<file path="config.mk">
export PLATFORM = sky130hd
export DESIGN_NAME = imd_queue
export DESIGN_NICKNAME = d
export VERILOG_FILES = /design/src/rtl/imd_pkg.sv /design/src/rtl/imd_queue.sv
export SDC_FILE = /design/constraint.sdc
export NUM_CORES = 1
export LEC_CHECK = 0
export ABC_AREA = 1
export BUFFER_PORTS_ARGS = -buffer_cell sky130_fd_sc_hd__buf_2
export CELL_PAD_IN_SITES_DETAIL_PLACEMENT = 0
export CELL_PAD_IN_SITES_GLOBAL_PLACEMENT = 1
export CORE_MARGIN = 8
export CORE_UTILIZATION = 48
export DETAILED_ROUTE_END_ITERATION = 16
export PLACE_DENSITY_LB_ADDON = 0.12
export RECOVER_POWER = 100
export SLEW_MARGIN = 20
export SYNTH_ARGS = -nofsm -noshare
export SYNTH_HDL_FRONTEND = slang
export SYNTH_SLANG_ARGS = --single-unit
</file>
<file path="constraint.sdc">
create_clock -name clk -period 3.1 [get_ports clk]
set_input_delay 0.465 -clock clk [delete_from_list [all_inputs] [get_ports clk]]
set_output_delay 0.465 -clock clk [all_outputs]
set_load 0.02 [all_outputs]
</file>
<file path="src/rtl/imd_pkg.sv">
// shared types, constants and sine table for the iq mixer and decimator
package imd_pkg;

    localparam int SAMPLE_W    = 16;
    localparam int PHASE_W     = 32;
    localparam int ROM_ADDR_W  = 10;
    localparam int ROM_SIZE    = 1 << ROM_ADDR_W;
    localparam int QTR_DEPTH   = ROM_SIZE / 4 + 1;
    localparam int QTR_IDX_W   = ROM_ADDR_W - 1;

    localparam int MAX_DEC     = 256;
    localparam int CNT_W       = $clog2(MAX_DEC);
    localparam int DEC_W       = 9;
    localparam int GAIN_W      = 17;

    localparam int PROD_W      = 2 * SAMPLE_W;
    localparam int SUM_W       = PROD_W + 1;
    localparam int ACC_W       = SUM_W + CNT_W;
    localparam int SPLIT_W     = 24;
    localparam int HI_W        = ACC_W - SPLIT_W;
    localparam int SCALE_W     = ACC_W + GAIN_W + 1;
    localparam int OUT_SHIFT   = 31;
    localparam int QUOT_W      = SCALE_W - OUT_SHIFT;

    localparam int QUEUE_DEPTH = 4;
    localparam int QUEUE_PTR_W = $clog2(QUEUE_DEPTH);
    localparam int OUT_DEPTH   = 8;
    localparam int OUT_PTR_W   = $clog2(OUT_DEPTH);
    localparam int OUT_CNT_W   = $clog2(OUT_DEPTH + 1);

    localparam int CFG_IDX_W   = 2;
    localparam int CFG_DATA_W  = 32;
    localparam logic [CFG_IDX_W-1:0] CFG_PHASE_STEP   = CFG_IDX_W'(0);
    localparam logic [CFG_IDX_W-1:0] CFG_DECIMATION   = CFG_IDX_W'(1);
    localparam logic [CFG_IDX_W-1:0] CFG_AVERAGE_GAIN = CFG_IDX_W'(2);

    localparam logic [DEC_W-1:0]  DEC_RESET  = DEC_W'(1);
    localparam logic [GAIN_W-1:0] GAIN_RESET = GAIN_W'(65536);

    localparam int TAYLOR_TERMS = 40;
    localparam int AMPLITUDE    = 32767;
    localparam logic [63:0] PI_Q62 = 64'hC90FDAA22168C234;

    typedef logic [63:0] q62_t;
    typedef q62_t denom_arr_t [TAYLOR_TERMS];
    typedef logic signed [SAMPLE_W-1:0] qtab_t [QTR_DEPTH];

    typedef struct packed {
        logic signed [SAMPLE_W-1:0] x_i;
        logic signed [SAMPLE_W-1:0] x_q;
        logic signed [SAMPLE_W-1:0] sin_v;
        logic signed [SAMPLE_W-1:0] cos_v;
        logic                       last;
    } work_t;

    function automatic denom_arr_t build_denom();
        denom_arr_t d;
        for (int k = 0; k < TAYLOR_TERMS; k++)
        begin
            d[k] = q62_t'((2 * k + 2) * (2 * k + 3));
        end
        return d;
    endfunction

    localparam denom_arr_t DENOM = build_denom();

    // q62 product, low 64 bits of the shifted result
    function automatic q62_t qmul(input q62_t a, input q62_t b);
        logic [127:0] p;
        p = {64'd0, a} * {64'd0, b};
        return p[125:62];
    endfunction

    // quarter wave of round(amplitude * sin), taylor series in q62
    function automatic qtab_t build_qtab();
        qtab_t t;
        q62_t  x;
        q62_t  x2;
        q62_t  term;
        q62_t  sum;
        q62_t  r;
        logic  done;
        for (int j = 0; j < QTR_DEPTH; j++)
        begin
            x    = qmul(PI_Q62, q62_t'(j) << (63 - ROM_ADDR_W));
            x2   = qmul(x, x);
            term = x;
            sum  = x;
            done = 1'b0;
            for (int k = 0; k < TAYLOR_TERMS; k++)
            begin
                if (!done)
                begin
                    term = qmul(term, x2) / DENOM[k];
                    if (term == '0)
                        done = 1'b1;
                    else if (k[0])
                        sum = sum + term;
                    else
                        sum = sum - term;
                end
            end
            r    = (sum >> 20) * q62_t'(AMPLITUDE);
            r    = (r + (q62_t'(1) << 41)) >> 42;
            t[j] = r[SAMPLE_W-1:0];
        end
        return t;
    endfunction

    localparam qtab_t QSINE = build_qtab();

    // full-wave lookup through quarter-wave symmetry
    function automatic logic signed [SAMPLE_W-1:0] sine_at(input logic [ROM_ADDR_W-1:0] addr);
        logic [QTR_IDX_W-1:0]       h;
        logic [QTR_IDX_W-1:0]       j;
        logic signed [SAMPLE_W-1:0] v;
        h = addr[QTR_IDX_W-1:0];
        if (h <= QTR_IDX_W'(ROM_SIZE / 4))
            j = h;
        else
            j = QTR_IDX_W'(ROM_SIZE / 2 - int'(h));
        v = QSINE[j];
        return addr[ROM_ADDR_W-1] ? -v : v;
    endfunction

endpackage

</file>
<file path="src/rtl/imd_queue.sv">
// short queue of work words between the front end and the back end
module imd_queue
    import imd_pkg::*;
(
    input  logic  clk,
    input  logic  rst_n,
    input  logic  wr_en,
    input  work_t wr_data,
    output logic  full,
    output logic  rd_valid,
    input  logic  rd_en,
    output work_t rd_data
);

    work_t                  mem_reg [QUEUE_DEPTH];
    logic [QUEUE_PTR_W-1:0] wr_ptr_reg;
    logic [QUEUE_PTR_W-1:0] rd_ptr_reg;
    logic [QUEUE_PTR_W:0]   cnt_reg;
    logic [QUEUE_PTR_W:0]   cnt_next;

    assign full     = cnt_reg == (QUEUE_PTR_W + 1)'(QUEUE_DEPTH);
    assign rd_valid = cnt_reg != '0;
    assign rd_data  = mem_reg[rd_ptr_reg];

    always_comb
    begin
        cnt_next = cnt_reg;
        if (wr_en && !rd_en)
            cnt_next = cnt_reg + 1'b1;
        else if (!wr_en && rd_en)
            cnt_next = cnt_reg - 1'b1;
    end

    always_ff @(posedge clk)
    begin
        if (wr_en)
            mem_reg[wr_ptr_reg] <= wr_data;
    end

    always_ff @(posedge clk or negedge rst_n)
    begin
        if (!rst_n)
        begin
            wr_ptr_reg <= '0;
            rd_ptr_reg <= '0;
            cnt_reg    <= '0;
        end
        else
        begin
            if (wr_en)
                wr_ptr_reg <= wr_ptr_reg + 1'b1;
            if (rd_en)
                rd_ptr_reg <= rd_ptr_reg + 1'b1;
            cnt_reg <= cnt_next;
        end
    end

endmodule

</file>
==> results_dict.tcl <==
set metrics [dict create \
    startpoint "rd_ptr_reg[1]" \
    clock-sinks 267 \
    initial_core_util_pct 48.45 \
    dp_cells 1232 \
    post_cts_buffers 0 \
    slew_headroom_pct 7.828 \
    leakage_nw 4.928 \
    ios 136 \
    final.setup_skew_ns 0.01368 \
    synth_top_area_share_pct 69.28 \
    vias_per_cell 4.977 \
    yosys_most_used_dff "edfxtp_1" \
    fmax_mhz 359.5 \
    max_slew.worst_pin.slew_ns 1.381 \
    cts_buffers 29 \
    crit_buf_inv 3 \
    dr.pass1.iters 4 \
    synth_edf_count 260 \
    wirelength_um 22450 \
    crit_family "buffers and inverters" \
    drtIter0Drc 270 \
    cp_max_fo 58 \
    min_period_over_period_pct 89.72 \
    nNetsFinal 1020 \
    powerDensity_mw_per_mm2 1014 \
    endpoint_kind "output pin" \
    yosys.area_share.simple_pct 7.361 \
    antenna_found_initial 2 \
    power_mw 12.98 \
    synthAdderAreaFrac_pct 0.7328 \
    grt_max_degree 66 \
    finalSetupTns_ns 0 \
    rr_endpoint "mem_reg[0][1]" \
    grt_pass1_wl_um 35160 \
    routed.top_layer "met5" \
    syn_area_mm2 0.01127 \
    final_cell_mix "edfxtp_1, nand2_1, inv_1, clkbuf_1, o211ai_1" \
    synth_area_leaders "edfxtp_1, o211ai_2, nand2_1, inv_1, o211ai_1" \
    synth_largest_area_cell "edfxtp_1" \
    clkPwrFrac_pct 25.0 \
    post-route-min-period_ns 2.781 \
    synth_compound_area_share_pct 11.99 \
    htreeDepth 1 \
    slew_violations 0 \
    ant_nets 0 \
    endpoint "rd_data[36]" \
    max_cap_violations 0 \
    diodes 0 \
    clock_path_buffers 3 \
    final_cell_count_no_fill 1284 \
    clock-root-buffer "clkbuf_16" \
    grt_pass1_vias 6639 \
    clock_latency_ns 0.53 \
    hold_buffers 1 \
    yosysSeqAreaShare_pct 70.83 \
    ys_types 23 \
    combPwrFrac_pct 36.0 \
    crit_required_ns 2.63 \
    critPathArrivalTime_ns 2.32 \
    r2r_start "wr_ptr_reg[0]" \
    wl_met3_um 1241 \
    p_sw_mw 4.893 \
    reg2reg_depth 5 \
    crit_slowest_cell "buf_6" \
    synthCells 807 \
    post_cts_resized 0 \
    muxShareOfSynthArea_pct 0 \
    die_x_um 169.2 \
    route.met2.wl_um 11430 \
    start_kind "register" \
    worst-path-stages 5 \
    syn_nets 882 \
    layout_commonest_cell "edfxtp_1" \
    hold_violations 0 \
    seqPwrFrac_pct 39.1 \
    synth_warnings 0 \
    drc 0 \
    pre_cts_ws_ns 0.9484 \
    setup_viol 0 \
    syn_avg_cell_area_um2 13.96 \
    slowest_delay_ns 0.52 \
    path_cells "clkinv_2 -> buf_6 -> o211ai_1 -> nand2_1 -> clkbuf_1" \
    globalplace.congestion 0.7088 \
    ir_worst_vdd_v 0.0005680 \
    wl_per_cell_um 17.48 \
    dpl.hpwl_um 13450 \
    rows 56 \
    r2r_setup_slack_ns 0.42 \
    hold_class "in2reg" \
    cts_tree "yes" \
    async_flop_share_pct 2.622 \
    rsz0062_at_grt "false" \
    yosys.area_share.xor_xnor_pct 0.3109 \
    synth_top_family_by_area "compound AO/OA/AOI/OAI gates" \
    largest_reg_flops 260 \
    dieArea_mm2 0.02864 \
    status "finished, final reports clean" \
    sw_frac_of_total_pct 37.71 \
    num_vias 6391 \
    die_h_um 169.2 \
    synthToLayoutAreaGrowth_pct 13.58 \
    drive_gt1_share_pct 16.06 \
    clk_pin_slew_worst_paths_ns 0.06 \
    worstSetupPathType "reg2out" \
    fin_ws_ns 0.3186 \
    yosys_register_bits 267 \
    wl_met1_um 9152 \
    p_int_mw 8.084 \
    numPortBuffers 135 \
    grt-ovfl-total 0 \
    globalRouteTotalUtil_pct 15.58 \
    core_mm2 0.02326 \
]
## worst min path at each step
stage	start	end	slack, ns	cells past startpoint
global placement	rst_n	cnt_reg[0]	0.32	1
floorplan	rst_n	cnt_reg[0]	0.17	0
global route	rd_en	rd_ptr_reg[0]	0.14	2
CTS	wr_data[1]	mem_reg[3][1]	0.13	1
detailed placement	rst_n	cnt_reg[1]	0.32	1
finish	rd_en	rd_ptr_reg[0]	0.15	2
## per-layer routing
metal | GRT usage, % | up-vias
met5 | 0 | -
met4 | 4.617 | 4
met3 | 3.675 | 48
met2 | 28.37 | 131
met1 | 17.96 | 3135
li1 | - | 3073
## synthesized netlist by cell type (4+ instances only)
library cell and n:
inv_1 141, edfxtp_1 260, o211ai_2 74, buf_6 10
buf_12 8, nand2_1 199, buf_4 6, buf_8 4
ha_1 5, nand2_2 10, dfrtp_1 7, o211ai_1 56
buf_2 14
## worst reg2reg max path, cell delays in order (launching register included)
cell	delay (ns)
dfrtp_1	0.41
inv_1	0.09
ha_1	0.20
nand2_1	0.07
clkinvlp_2	0.83
buf_4	0.71
## power groups by stage
stage	logic [mW]	registers, mW	clock network (mW)
floorplan	3.86	4.98	0
global placement	4.96	5.10	0
detailed placement	5.04	5.15	0
CTS	5.05	5.07	3.31
global route	5.16	5.14	3.45
finish	4.67	5.07	3.24
## layout make-up
class | instances | area, µm²
fill | 2002 | 10460
sequential | 267 | 7990
multi-input combinational | 354 | 2228
timing repair buffer | 151 | 742.0
clock buffer | 33 | 740.7
inverter | 142 | 538.0
tap | 319 | 399.1
clock inverter | 18 | 161.4
## logic make-up (layout without fill, tap and decap cells)
| kind of cell | count (synthesis) | in the layout |
|---|---|---|
| xor gates and xnor gates | 4 | 4 |
| AOI/OAI and AO/OA | 131 | 131 |
| adders and majority gates | 6 | 6 |
| and+or+nand+nor | 213 | 213 |
| buffers and inverters | 186 | 344 |
| DFF | 267 | 267 |
## stage by stage
step | instance area [µm²] | hold slack, ns | util, %
2_1_floorplan | 11270 | 0.1694 | -
3_3_place_gp | 12150 | 0.3190 | 52.24
3_5_place_dp | 12150 | 0.3243 | 52.24
4_1_cts | 13070 | 0.1280 | 56.16
5_1_grt | 12800 | 0.1365 | 55.02
6_report | 12800 | 0.1472 | 55.02
Note: power is estimated with default switching activity, not from simulation.
